`src/hdl/lscs_pkg.sv`:
```
// ----------------------------------------------------------------------------
// lscs_pkg: shared types and constants for the line sensor centroid steer unit
// Holds the controller-to-datapath command word, field widths, register
// indexes and the drive table reset values.
// ----------------------------------------------------------------------------
package lscs_pkg;

  localparam int LANES_MAX  = 8;   // sample ports on the input word
  localparam int SAMPLE_W   = 8;   // width of one sample port
  localparam int POS_W      = 4;   // line position width
  localparam int DRIVE_W    = 8;   // one drive byte
  localparam int IDX_W      = 3;   // table entry index
  localparam int CFG_W      = 64;  // widest configuration register
  localparam int CFG_IDX_W  = 1;   // configuration register index
  localparam int SCALE_W    = 7;   // scaled value 0..100
  localparam int CNT_W      = 3;   // step counter

  localparam int unsigned FULL_SCALE = 100;

  localparam logic [IDX_W-1:0]     TABLE_TOP = 3'd7;
  localparam logic [CNT_W-1:0]     DIV_LAST  = 3'(SCALE_W - 1);
  localparam logic [CNT_W-1:0]     CDIV_LAST = 3'(POS_W - 1);

  localparam logic [CFG_IDX_W-1:0] REG_LEFT  = 1'd0;
  localparam logic [CFG_IDX_W-1:0] REG_RIGHT = 1'd1;

  localparam logic [CFG_W-1:0] LEFT_RESET  = 64'h0000_7882_A0D2_E6FA;
  localparam logic [CFG_W-1:0] RIGHT_RESET = 64'hF0C8_BE96_8264_0000;

  typedef struct packed {
    logic capture;    // take the input word, widen the extremes
    logic load;       // set up the per-lane dividers
    logic div_step;   // one quotient bit in every lane
    logic sum;        // form total and weighted sums, set up centroid divider
    logic cdiv_step;  // one quotient bit of the centroid
    logic out_load;   // fill the output register
  } lscs_cmd_t;

endpackage

```
`src/hdl/lscs_ctrl.sv`:
```
// ----------------------------------------------------------------------------
// lscs_ctrl: sequencing controller
// Steps the datapath through capture, lane divide, sum, centroid divide and
// output load; owns the handshake flags.
// ----------------------------------------------------------------------------
module lscs_ctrl (
  input  logic                clk,
  input  logic                rst_n,
  input  logic                in_valid,
  input  logic                in_calibrate,
  input  logic                out_stall,
  output logic                in_stall,
  output logic                out_valid,
  output lscs_pkg::lscs_cmd_t cmd
);
  import lscs_pkg::*;

  localparam logic [2:0] ST_IDLE = 3'd0;
  localparam logic [2:0] ST_LOAD = 3'd1;
  localparam logic [2:0] ST_DIV  = 3'd2;
  localparam logic [2:0] ST_SUM  = 3'd3;
  localparam logic [2:0] ST_CDIV = 3'd4;
  localparam logic [2:0] ST_DONE = 3'd5;

  logic [2:0]       state_r, state_nxt;
  logic [CNT_W-1:0] cnt_r, cnt_nxt;
  logic             out_valid_r, out_valid_nxt;

  always_comb begin
    cmd           = '0;
    state_nxt     = state_r;
    cnt_nxt       = cnt_r;
    out_valid_nxt = out_valid_r && out_stall;
    unique case (state_r)
      ST_IDLE: begin
        cmd.capture = in_valid;
        if (in_valid && !in_calibrate) begin
          state_nxt = ST_LOAD;
        end
      end
      ST_LOAD: begin
        cmd.load  = 1'b1;
        cnt_nxt   = DIV_LAST;
        state_nxt = ST_DIV;
      end
      ST_DIV: begin
        cmd.div_step = 1'b1;
        if (cnt_r == '0) begin
          state_nxt = ST_SUM;
        end else begin
          cnt_nxt = cnt_r - 1'b1;
        end
      end
      ST_SUM: begin
        cmd.sum   = 1'b1;
        cnt_nxt   = CDIV_LAST;
        state_nxt = ST_CDIV;
      end
      ST_CDIV: begin
        cmd.cdiv_step = 1'b1;
        if (cnt_r == '0) begin
          state_nxt = ST_DONE;
        end else begin
          cnt_nxt = cnt_r - 1'b1;
        end
      end
      ST_DONE: begin
        if (!out_valid_r || !out_stall) begin
          cmd.out_load  = 1'b1;
          out_valid_nxt = 1'b1;
          state_nxt     = ST_IDLE;
        end
      end
      default: begin
        state_nxt = ST_IDLE;
      end
    endcase
  end

  always_ff @(posedge clk) begin
    if (!rst_n) begin
      state_r     <= ST_IDLE;
      cnt_r       <= '0;
      out_valid_r <= 1'b0;
    end else begin
      state_r     <= state_nxt;
      cnt_r       <= cnt_nxt;
      out_valid_r <= out_valid_nxt;
    end
  end

  assign in_stall  = (state_r != ST_IDLE);
  assign out_valid = out_valid_r;

endmodule

```
`src/hdl/lscs_datapath.sv`:
```
// ----------------------------------------------------------------------------
// lscs_datapath: per-lane extremes, scaling dividers and centroid divider
// Holds the calibration extremes, one restoring divider per lane, the
// weighted sum, the centroid divider, the drive tables and the output word.
// ----------------------------------------------------------------------------
module lscs_datapath #(
  parameter int CHANNELS    = 8,
  parameter int SAMPLE_BITS = 8
) (
  input  logic                              clk,
  input  logic                              rst_n,
  input  lscs_pkg::lscs_cmd_t               cmd,
  input  logic [lscs_pkg::SAMPLE_W-1:0]     samples [lscs_pkg::LANES_MAX],
  input  logic                              cfg_we,
  input  logic [lscs_pkg::CFG_IDX_W-1:0]    cfg_index,
  input  logic [lscs_pkg::CFG_W-1:0]        cfg_wdata,
  output logic [lscs_pkg::POS_W-1:0]        line_position,
  output logic [lscs_pkg::DRIVE_W-1:0]      left_drive,
  output logic [lscs_pkg::DRIVE_W-1:0]      right_drive,
  output logic                              no_line
);
  import lscs_pkg::*;

  localparam int SB       = SAMPLE_BITS;
  localparam int NUM_W    = SB + SCALE_W;
  localparam int TOT_W    = $clog2(FULL_SCALE * CHANNELS + 1);
  localparam int WGT_W    = $clog2(FULL_SCALE * CHANNELS * (CHANNELS + 1) / 2 + 1);
  localparam int CQ_SHIFT = POS_W - 1;
  localparam int CW       = (WGT_W > TOT_W + CQ_SHIFT) ? WGT_W : TOT_W + CQ_SHIFT;

  logic [SB-1:0]      s_r     [CHANNELS];
  logic [SB-1:0]      peak_r  [CHANNELS];
  logic [SB-1:0]      floor_r [CHANNELS];
  logic               zspan_r [CHANNELS];
  logic [NUM_W-1:0]   rem_r   [CHANNELS];
  logic [NUM_W-1:0]   dsh_r   [CHANNELS];
  logic [SCALE_W-1:0] q_r     [CHANNELS];
  logic [SCALE_W-1:0] scaled  [CHANNELS];

  for (genvar k = 0; k < CHANNELS; k++) begin : g_lane
    logic [15:0]      s_ext;
    logic [SB-1:0]    s_in, span, diff;
    logic [NUM_W-1:0] num, dinit;
    logic             ge;

    always_comb begin
      s_ext = {8'b0, samples[k]};
      s_in  = s_ext[SB-1:0];
      span  = peak_r[k] - floor_r[k];
      diff  = s_r[k] - floor_r[k];
      num   = NUM_W'(diff) * NUM_W'(FULL_SCALE);
      dinit = NUM_W'(span) << (SCALE_W - 1);
      ge    = (rem_r[k] >= dsh_r[k]);
      if (zspan_r[k]) begin
        scaled[k] = '0;
      end else if (q_r[k] > SCALE_W'(FULL_SCALE)) begin
        scaled[k] = SCALE_W'(FULL_SCALE);
      end else begin
        scaled[k] = q_r[k];
      end
    end

    // extremes are block state: reset to an empty range
    always_ff @(posedge clk) begin
      if (!rst_n) begin
        peak_r[k]  <= '0;
        floor_r[k] <= '1;
      end else if (cmd.capture) begin
        if (s_in > peak_r[k])  peak_r[k]  <= s_in;
        if (s_in < floor_r[k]) floor_r[k] <= s_in;
      end
    end

    always_ff @(posedge clk) begin
      if (cmd.capture) begin
        s_r[k] <= s_in;
      end
      if (cmd.load) begin
        rem_r[k]   <= num;
        dsh_r[k]   <= dinit;
        zspan_r[k] <= (span == '0);
        q_r[k]     <= '0;
      end else if (cmd.div_step) begin
        if (ge) rem_r[k] <= rem_r[k] - dsh_r[k];
        dsh_r[k] <= dsh_r[k] >> 1;
        q_r[k]   <= {q_r[k][SCALE_W-2:0], ge};
      end
    end
  end

  logic [TOT_W-1:0] tot;
  logic [WGT_W-1:0] wgt;

  always_comb begin
    tot = '0;
    wgt = '0;
    for (int k = 0; k < CHANNELS; k++) begin
      tot = tot + TOT_W'(scaled[k]);
      wgt = wgt + WGT_W'(k + 1) * WGT_W'(scaled[k]);
    end
  end

  logic [CW-1:0]    crem_r, cdsh_r;
  logic [POS_W-1:0] cq_r;
  logic             nol_r;
  logic             cge;

  assign cge = (crem_r >= cdsh_r);

  always_ff @(posedge clk) begin
    if (cmd.sum) begin
      crem_r <= CW'(wgt);
      cdsh_r <= CW'(tot) << CQ_SHIFT;
      cq_r   <= '0;
      nol_r  <= (tot == '0);
    end else if (cmd.cdiv_step) begin
      if (cge) crem_r <= crem_r - cdsh_r;
      cdsh_r <= cdsh_r >> 1;
      cq_r   <= {cq_r[POS_W-2:0], cge};
    end
  end

  logic [CFG_W-1:0] left_tab_r, right_tab_r;

  always_ff @(posedge clk) begin
    if (!rst_n) begin
      left_tab_r  <= LEFT_RESET;
      right_tab_r <= RIGHT_RESET;
    end else if (cfg_we) begin
      unique case (cfg_index)
        REG_LEFT:  left_tab_r  <= cfg_wdata;
        REG_RIGHT: right_tab_r <= cfg_wdata;
      endcase
    end
  end

  logic [POS_W-1:0] pos_c;
  logic [IDX_W-1:0] idx;

  always_comb begin
    pos_c = nol_r ? '0 : cq_r;
    idx   = (pos_c > POS_W'(TABLE_TOP)) ? TABLE_TOP : pos_c[IDX_W-1:0];
  end

  logic [POS_W-1:0]   pos_r;
  logic [DRIVE_W-1:0] left_r, right_r;
  logic               no_line_r;

  always_ff @(posedge clk) begin
    if (cmd.out_load) begin
      pos_r     <= pos_c;
      left_r    <= left_tab_r[idx*DRIVE_W +: DRIVE_W];
      right_r   <= right_tab_r[idx*DRIVE_W +: DRIVE_W];
      no_line_r <= nol_r;
    end
  end

  assign line_position = pos_r;
  assign left_drive    = left_r;
  assign right_drive   = right_r;
  assign no_line       = no_line_r;

endmodule

```
`src/hdl/line_sensor_centroid_steer_unit.sv`:
```
// ----------------------------------------------------------------------------
// line_sensor_centroid_steer_unit: line sensor calibration, centroid, steering
// A frame word runs load, the 7-step per-lane scaling divider, the sum, the
// 4-step centroid divider and the output load, one after the other under the
// controller; no new frame word is taken until its result is loaded.
// A calibration word is taken every cycle while the controller is idle.
// Reset (rst_n low, synchronous): extremes cleared, drive tables to defaults.
// ----------------------------------------------------------------------------
module line_sensor_centroid_steer_unit #(
  parameter int CHANNELS    = 8,
  parameter int SAMPLE_BITS = 8
) (
  input  logic                           clk,
  input  logic                           rst_n,
  // input channel: one sensor frame per word
  input  logic                           in_valid,
  output logic                           in_stall,
  input  logic                           in_calibrate,
  input  logic [lscs_pkg::SAMPLE_W-1:0]  in_sample_0,
  input  logic [lscs_pkg::SAMPLE_W-1:0]  in_sample_1,
  input  logic [lscs_pkg::SAMPLE_W-1:0]  in_sample_2,
  input  logic [lscs_pkg::SAMPLE_W-1:0]  in_sample_3,
  input  logic [lscs_pkg::SAMPLE_W-1:0]  in_sample_4,
  input  logic [lscs_pkg::SAMPLE_W-1:0]  in_sample_5,
  input  logic [lscs_pkg::SAMPLE_W-1:0]  in_sample_6,
  input  logic [lscs_pkg::SAMPLE_W-1:0]  in_sample_7,
  // result channel: one steering word per non-calibration frame
  output logic                           out_valid,
  input  logic                           out_stall,
  output logic [lscs_pkg::POS_W-1:0]     out_line_position,
  output logic [lscs_pkg::DRIVE_W-1:0]   out_left_drive,
  output logic [lscs_pkg::DRIVE_W-1:0]   out_right_drive,
  output logic                           out_no_line,
  // configuration write port
  input  logic                           cfg_we,
  input  logic [lscs_pkg::CFG_IDX_W-1:0] cfg_index,
  input  logic [lscs_pkg::CFG_W-1:0]     cfg_wdata
);
  import lscs_pkg::*;

  lscs_cmd_t           cmd;
  logic [SAMPLE_W-1:0] samples [LANES_MAX];

  // Gather the sample ports into lanes; lanes beyond CHANNELS are dropped
  // inside the datapath.
  always_comb begin
    samples[0] = in_sample_0;
    samples[1] = in_sample_1;
    samples[2] = in_sample_2;
    samples[3] = in_sample_3;
    samples[4] = in_sample_4;
    samples[5] = in_sample_5;
    samples[6] = in_sample_6;
    samples[7] = in_sample_7;
  end

  // Controller: accept a word only in idle. A calibration word widens the
  // extremes at capture and the controller stays idle. A frame word runs
  // load, lane divide, sum and centroid divide, then waits until the output
  // register is free before loading it. A result word already waiting does
  // not stop a new frame from being taken and computed, but while the
  // controller holds in done for a stalled result the input stays stalled.
  lscs_ctrl u_ctrl (
    .clk          (clk),
    .rst_n        (rst_n),
    .in_valid     (in_valid),
    .in_calibrate (in_calibrate),
    .out_stall    (out_stall),
    .in_stall     (in_stall),
    .out_valid    (out_valid),
    .cmd          (cmd)
  );

  // Datapath: the per-lane extremes, one restoring divider per lane giving
  // the 0..100 percent scale, the weighted and plain sums, the centroid
  // divider and the table lookup into the output register.
  lscs_datapath #(
    .CHANNELS    (CHANNELS),
    .SAMPLE_BITS (SAMPLE_BITS)
  ) u_datapath (
    .clk           (clk),
    .rst_n         (rst_n),
    .cmd           (cmd),
    .samples       (samples),
    .cfg_we        (cfg_we),
    .cfg_index     (cfg_index),
    .cfg_wdata     (cfg_wdata),
    .line_position (out_line_position),
    .left_drive    (out_left_drive),
    .right_drive   (out_right_drive),
    .no_line       (out_no_line)
  );

endmodule

```
`config.mk`:
```
export PLATFORM = sky130hd
export DESIGN_NAME = line_sensor_centroid_steer_unit
export DESIGN_NICKNAME = d
export VERILOG_FILES = /design/src/hdl/lscs_pkg.sv /design/src/hdl/lscs_ctrl.sv /design/src/hdl/lscs_datapath.sv /design/src/hdl/line_sensor_centroid_steer_unit.sv
export SDC_FILE = /design/constraint.sdc
export NUM_CORES = 2
export LEC_CHECK = 0
export ABC_AREA = 1
export BUFFER_PORTS_ARGS = -buffer_cell sky130_fd_sc_hd__buf_2
export CAP_MARGIN = 20
export CORE_ASPECT_RATIO = 0.9
export CORE_MARGIN = 2
export CORE_UTILIZATION = 30
export CTS_BUF_LIST = sky130_fd_sc_hd__clkbuf_8
export CTS_CLUSTER_SIZE = 30
export DETAILED_ROUTE_END_ITERATION = 10
export PLACE_DENSITY_LB_ADDON = 0.15
export SLEW_MARGIN = 20
export SYNTH_ARGS = -nofsm -noshare
export SYNTH_HDL_FRONTEND = slang
export SYNTH_HIERARCHICAL = 1
export SYNTH_SLANG_ARGS = --single-unit
```
`constraint.sdc`:
```
create_clock -name clk -period 5.6 [get_ports clk]
set_input_delay 1.12 -clock clk [delete_from_list [all_inputs] [get_ports clk]]
set_output_delay 1.12 -clock clk [all_outputs]
set_load 0.01 [all_outputs]
```
* Word level (Yosys, flattened, before mapping)
Memories as Yosys holds them, arrays and structs flattened.
Index checks and enable logic that the tools add are counted.
** Storage, ports and cells
- Bits in registers :: 187
- Output and inout bits :: 23
- RAM bits :: 488
- Bits of input ports :: 135
- Logic and storage cells :: 372
- Memories :: 7
** Operators by class
- Order comparisons :: 34
- Multiply operators :: 12
- Add/sub/neg operators :: 40
- Eq/ne operators :: 10
- Multiplexer cells :: 183
- Shift operators :: 2
- Bitwise logic cells :: 41
- Reduce and logical (&&, ||, !) cells :: 28
** Memory list
- u_datapath.rem_r :: depth 8, bits a word 15, read ports 8, clocked after Yosys merged registers in 0, wr ports 8, line lscs_datapath.sv:35 : logic [NUM_W-1:0] rem_r [CHANNELS];
- u_datapath.dsh_r :: depth 8, bits a word 14, read ports 8, clocked after Yosys merged registers in 0, wr ports 8, line lscs_datapath.sv:36 : logic [NUM_W-1:0] dsh_r [CHANNELS];
- u_datapath.floor_r :: depth 8, bits a word 8, read ports 8, clocked after Yosys merged registers in 0, wr ports 8, line lscs_datapath.sv:33 : logic [SB-1:0] floor_r [CHANNELS];
- u_datapath.peak_r :: depth 8, bits a word 8, read ports 8, clocked after Yosys merged registers in 0, wr ports 8, line lscs_datapath.sv:32 : logic [SB-1:0] peak_r [CHANNELS];
- u_datapath.s_r :: depth 8, bits a word 8, read ports 8, clocked after Yosys merged registers in 0, wr ports 8, line lscs_datapath.sv:31 : logic [SB-1:0] s_r [CHANNELS];
- u_datapath.q_r :: depth 8, bits a word 7, read ports 8, clocked after Yosys merged registers in 0, wr ports 8, line lscs_datapath.sv:37 : logic [SCALE_W-1:0] q_r [CHANNELS];
- 1 more memories
** Operator list (number)
- 7-bit two-way mux :: 24
- 8-bit two-way mux :: 16
- 64-bit by 7-bit variable part select with 8-bit output :: 2
- 8-bit subtractor :: 16
- 15-bit >= comparator :: 8
- 15-bit two-way mux :: 8
- 15-bit subtractor :: 8
- 1-bit two-way mux :: 113
- 14-bit two-way mux :: 8
- 8-bit by 5-bit multiplier with 13-bit output, second input constant :: 8
- 8-bit > comparator :: 8
- 8-bit logical NOT :: 8
- 8-bit less-than comparator :: 8
- 10-bit by 7-bit adder with 10-bit output :: 6
- 7-bit > comparator, second input constant :: 8
- 12-bit by 10-bit adder with 12-bit output :: 4
- 1-bit bitwise OR :: 40
- 12-bit two-way mux :: 3
- 13-bit two-way mux :: 2
- 12-bit by 9-bit adder with 12-bit output :: 2
- 3-bit by 7-bit multiplier with 10-bit output, first input constant :: 2
- 2-bit by 7-bit multiplier with 9-bit output, first input constant :: 2
- 3-bit two-way mux :: 6
- 3-bit one-hot mux with 6 select lines :: 1
- other kinds (24) :: 39

* Depth between registers and ports, before layout
An unclocked memory read counts as a cell.
- Depth after elaboration :: 12
- Mapped depth :: 30
- Gate-level depth less buffers :: 30

* Modules after synthesis
Netlist, hierarchy kept.
** Modules (own cells, without submodules)
- lscs_datapath :: area an instance 50696.1 um^2, times used 1, cells an instance 6015, sequential area each 18687.9 um^2
- lscs_ctrl :: area an instance 456.7 um^2, times used 1, cells an instance 71, sequential area each 140.1 um^2

* Worst setup path before layout
No wires, ideal clock.
- Path kind :: register to register
- From :: mem u_datapath.q_r[5][1] (netlist: u_datapath/q_r[1][8])
- To :: reg u_datapath.crem_r[10], data pin
- Arrival time :: 5.442 ns
- Path buffers :: 0
- Required time :: 5.346 ns
- Slack :: -0.096 ns
- Clock period less this slack :: 5.696 ns
- Setup time :: 0.254 ns
- Cell stages (with the launch flop) :: 29
- Cells stage by stage :: edfxtp_1 inv_1 a21oi_1 nor3_1 nor3b_1 o21ai_0 inv_1 ha_1 a21oi_1 nand2_1 a21o_1 a21oi_1 xor2_1 fa_1 ha_1 inv_1 fa_1 inv_1 fa_1 inv_1 fa_1 inv_1 ha_1 a21oi_1 o21ai_0 a21oi_1 nand3b_1 nand3_1 nand2_1
** RTL lines
- start, declared :: line lscs_datapath.sv:37
- end signal, assigned :: line lscs_datapath.sv:112 : crem_r <= CW'(wgt);
- end signal, assigned :: line lscs_datapath.sv:117 : if (cge) crem_r <= crem_r - cdsh_r;
- end, declared :: line lscs_datapath.sv:103 : logic [CW-1:0] crem_r, cdsh_r;

==> metrics <==
starting DRC count in detailed routing=1891; DP Area=0.0547 mm²; die width=around 440 µm; Die Y-Extent=between 300 and 400 µm; Num CTS Buffers=138; Detail Route Antenna Nets=0; post-route cell area=0.0579 mm²; Worst Clk Skew=around 0.054 ns; gpl congestion=0.853; Synthesized Nets=7011; H-tree depth=4; library cells used by synthesis=44; status=finished clean; share of layout cells above drive strength 1=0.0914; Final #Nets=7280; Worst EP arrival=6.17 ns; vias post-DR=39900; slowest library cell on the worst path=fa_1; Worst Hold Class=register to register; critical path class=register to register; flop and latch count out of synthesis=675; grt ovf=0; post-synthesis cell count=6086; vias in the first global route=40400; mapped cell area=about 0.051 mm²; fill count=between 15000 and 20000; Via density=approximately 4.6; Slew @ Worst Pin=1.04 ns; # setup viols final=0; RSZ-0062 raised after global routing=true; GRT Resource Usage Total=0.158; row count=143; Critical Path Start Type=register; CP Data Required Time=6.17 ns; core box area=0.169 mm²; Port Buffer Count=157; die area=0.174 mm²; Tmin final=around 5.6 ns; clk root buf=clkbuf_8; Skew-Pair Late Insertion Delay=0.86 ns; EDFF count, synth=531; total number of yosys warnings=6; DP HPWL=104 mm; max incr delay on CP=between 0.4 and 0.5 ns; Max Buffers Root-to-Sink=3; CP max FO=3; max cap viols=0; CP dominant cell by count=fa_1; fin crit share=0.999; register area share after synthesis=0.368; synth-to-layout area growth=13.2%; TritonRoute pass-1 iters=6; Ports=about 160; syn_area_per_cell=8.40 µm²; routed len/inst=roughly 16 µm; initial antenna violation count=16; Slew Limit Fails=0; Initial Util=0.303; Post-synth ARST share=0; Hold Violations, Final=0; clk slew on worst S/H paths=roughly 0.06 ns; Post-route DRC=0; first-pass GRT wire length=220 mm; Most used DFF post-synth=edfxtp_1; WL final=137 mm; largest net degree at the start of global routing=128; Highest Clock Rate=179 MHz; Crit. End Element=register; relative slew slack=0.305; clock sink count=between 600 and 700; TritonCTS clock tree=built
cell type report:
class	instances	area [µm²]	area share
multi-input cells	4304	28300	0.488
flip-flops and latches	675	18800	0.325
inverters	996	3750	0.0648
well taps	2247	2810	0.0486
clock buffers	150	2060	0.0357
repair buffers	240	1440	0.0248
clock inverters	100	733	0.0127
diodes	5	12.5	0.000216
cells in the mapped netlist (2+ instances only):
cell type	instances	area, µm²
nand2_1	1301	4880
inv_1	979	3670
ha_1	633	7920
nor2_1	629	2360
edfxtp_1	531	15900
a21oi_1	346	1730
nand3_1	295	1480
o21ai_0	237	1190
fa_1	157	3140
dfxtp_1	144	2880
xor2_1	119	1040
xnor2_1	106	928
nand4_1	76	475
a21o_1	66	495
clkbuf_1	65	244
nor3_1	48	240
o21ai_1	43	215
o21ai_2	31	272
a31oi_1	28	175
o21bai_1	24	180
nand3b_1	21	158
nand2_2	20	125
and2_1	18	113
o211ai_1	18	135
buf_6	17	191
inv_2	17	63.8
o221ai_1	16	140
o22ai_1	15	93.8
buf_2	13	65.1
nor3_2	12	120
buf_4	11	82.6
nor2_2	10	62.6
nand3_2	9	90.1
or2_2	6	37.5
buf_1	5	18.8
nor2_4	5	56.3
a21oi_2	4	35.0
nor3b_1	4	30.0
nand2_4	2	22.5
cell families (layout without fill, tap and decap cells):
| group | count (synthesis) | after routing | synth area share |
|---|---|---|---|
| AO/OA/AOI/OAI | 831 | 831 | 0.0916 |
| XOR/XNOR | 225 | 225 | 0.0385 |
| adder cells (fa/ha/maj) | 790 | 790 | 0.216 |
| buffers and inverters | 1107 | 1486 | 0.0849 |
| flip-flops | 675 | 675 | 0.368 |
| multiplexers | 1 | 1 | 0.000196 |
| other | 0 | 5 | 0 |
| AND/OR/NAND/NOR | 2457 | 2457 | 0.201 |
per-layer routing:
layer | wire [µm] | up-vias | GRT usage | part of all wire
met5 | 47 | - | 0 | 0.00034
met4 | 2870 | 8 | 0.0403 | 0.021
met3 | 4430 | 196 | 0.0244 | 0.032
met2 | 63100 | 517 | 0.262 | 0.46
met1 | 66600 | 18600 | 0.214 | 0.49
li1 | - | 20600 | - | -
state kept, by name (all words and copies together) (netlist names), 56 cells and up:
signal / cells
u_datapath/floor_r: 64
u_datapath/left_tab_r: 64
u_datapath/peak_r: 64
u_datapath/right_tab_r: 64
u_datapath/s_r: 64
u_datapath/dsh_r: 112
u_datapath/q_r: 56
u_datapath/rem_r: 120
metrics by stage:
stage | TNS [ns] | hold WS [ns] | cells | utilization | setup WS [ns]
floorplan | -0.0117 | 0.429 | 6086 | - | -0.0117
global placement | -1.37 | 0.438 | 8447 | 0.324 | -0.412
detailed placement | -1.33 | 0.447 | 8447 | 0.324 | -0.397
CTS | -0.203 | 0.339 | 8706 | 0.341 | -0.139
global route | -1.01 | 0.376 | 8717 | 0.342 | -0.274
finish | 0 | 0.459 | 8717 | 0.342 | 0.00305
path summary, 6_finish.rpt:
kind	from	end	slack [ns]	depth (start not counted)
max	u_datapath/q_r[1][8]	u_datapath/crem_r[10]	0.003	29
min	u_datapath/left_tab_r[1]	u_datapath/left_tab_r[1]	0.46	2
max reg2reg	u_datapath/q_r[1][8]	u_datapath/crem_r[10]	0.003	29
min reg2reg	u_datapath/left_tab_r[1]	u_datapath/left_tab_r[1]	0.46	2
repair_timing:
action | 4_1_cts | 5_1_grt
pin swaps | 35 | 30
resized for setup | 34 | 26
buffers inserted | 9 | 6
setup endpoints to repair | 5 | 7
hold buffers | 0 | 0
critical path, delay by kind of cell (launching register included):
kind	cells	cell delay, ns
adders and majority gates	7	2.68
buffers and inverters	6	0.29
xor gates and xnor gates	1	0.23
DFF	1	0.36
AOI/OAI and AO/OA	6	0.88
and+or+nand+nor	9	0.90
cell usage in the layout (no fill, tap or decap), types with 14 or more instances in the layout:
cell type,Yosys,final
nand2_1,1301,1294
inv_1,979,1014
nor2_1,629,626
ha_1,633,624
edfxtp_1,531,531
a21oi_1,346,336
nand3_1,295,294
o21ai_0,237,229
buf_2,13,156
fa_1,157,154
clkbuf_8,0,150
dfxtp_1,144,144
xor2_1,119,118
xnor2_1,106,105
buf_4,11,80
nand4_1,76,76
a21o_1,66,66
o21ai_1,43,47
nor3_1,48,45
o21ai_2,31,34
a31oi_1,28,28
nand2_2,20,27
inv_2,17,26
o21bai_1,24,24
clkinv_1,0,23
nand3b_1,21,21
o211ai_1,18,18
and2_1,18,18
o221ai_1,16,16
o22ai_1,15,15
nor3_2,12,14
Power is left out: the tool's default activity adds up to more than one toggle a clock period on the data nets, which glitch-free logic cannot reach.
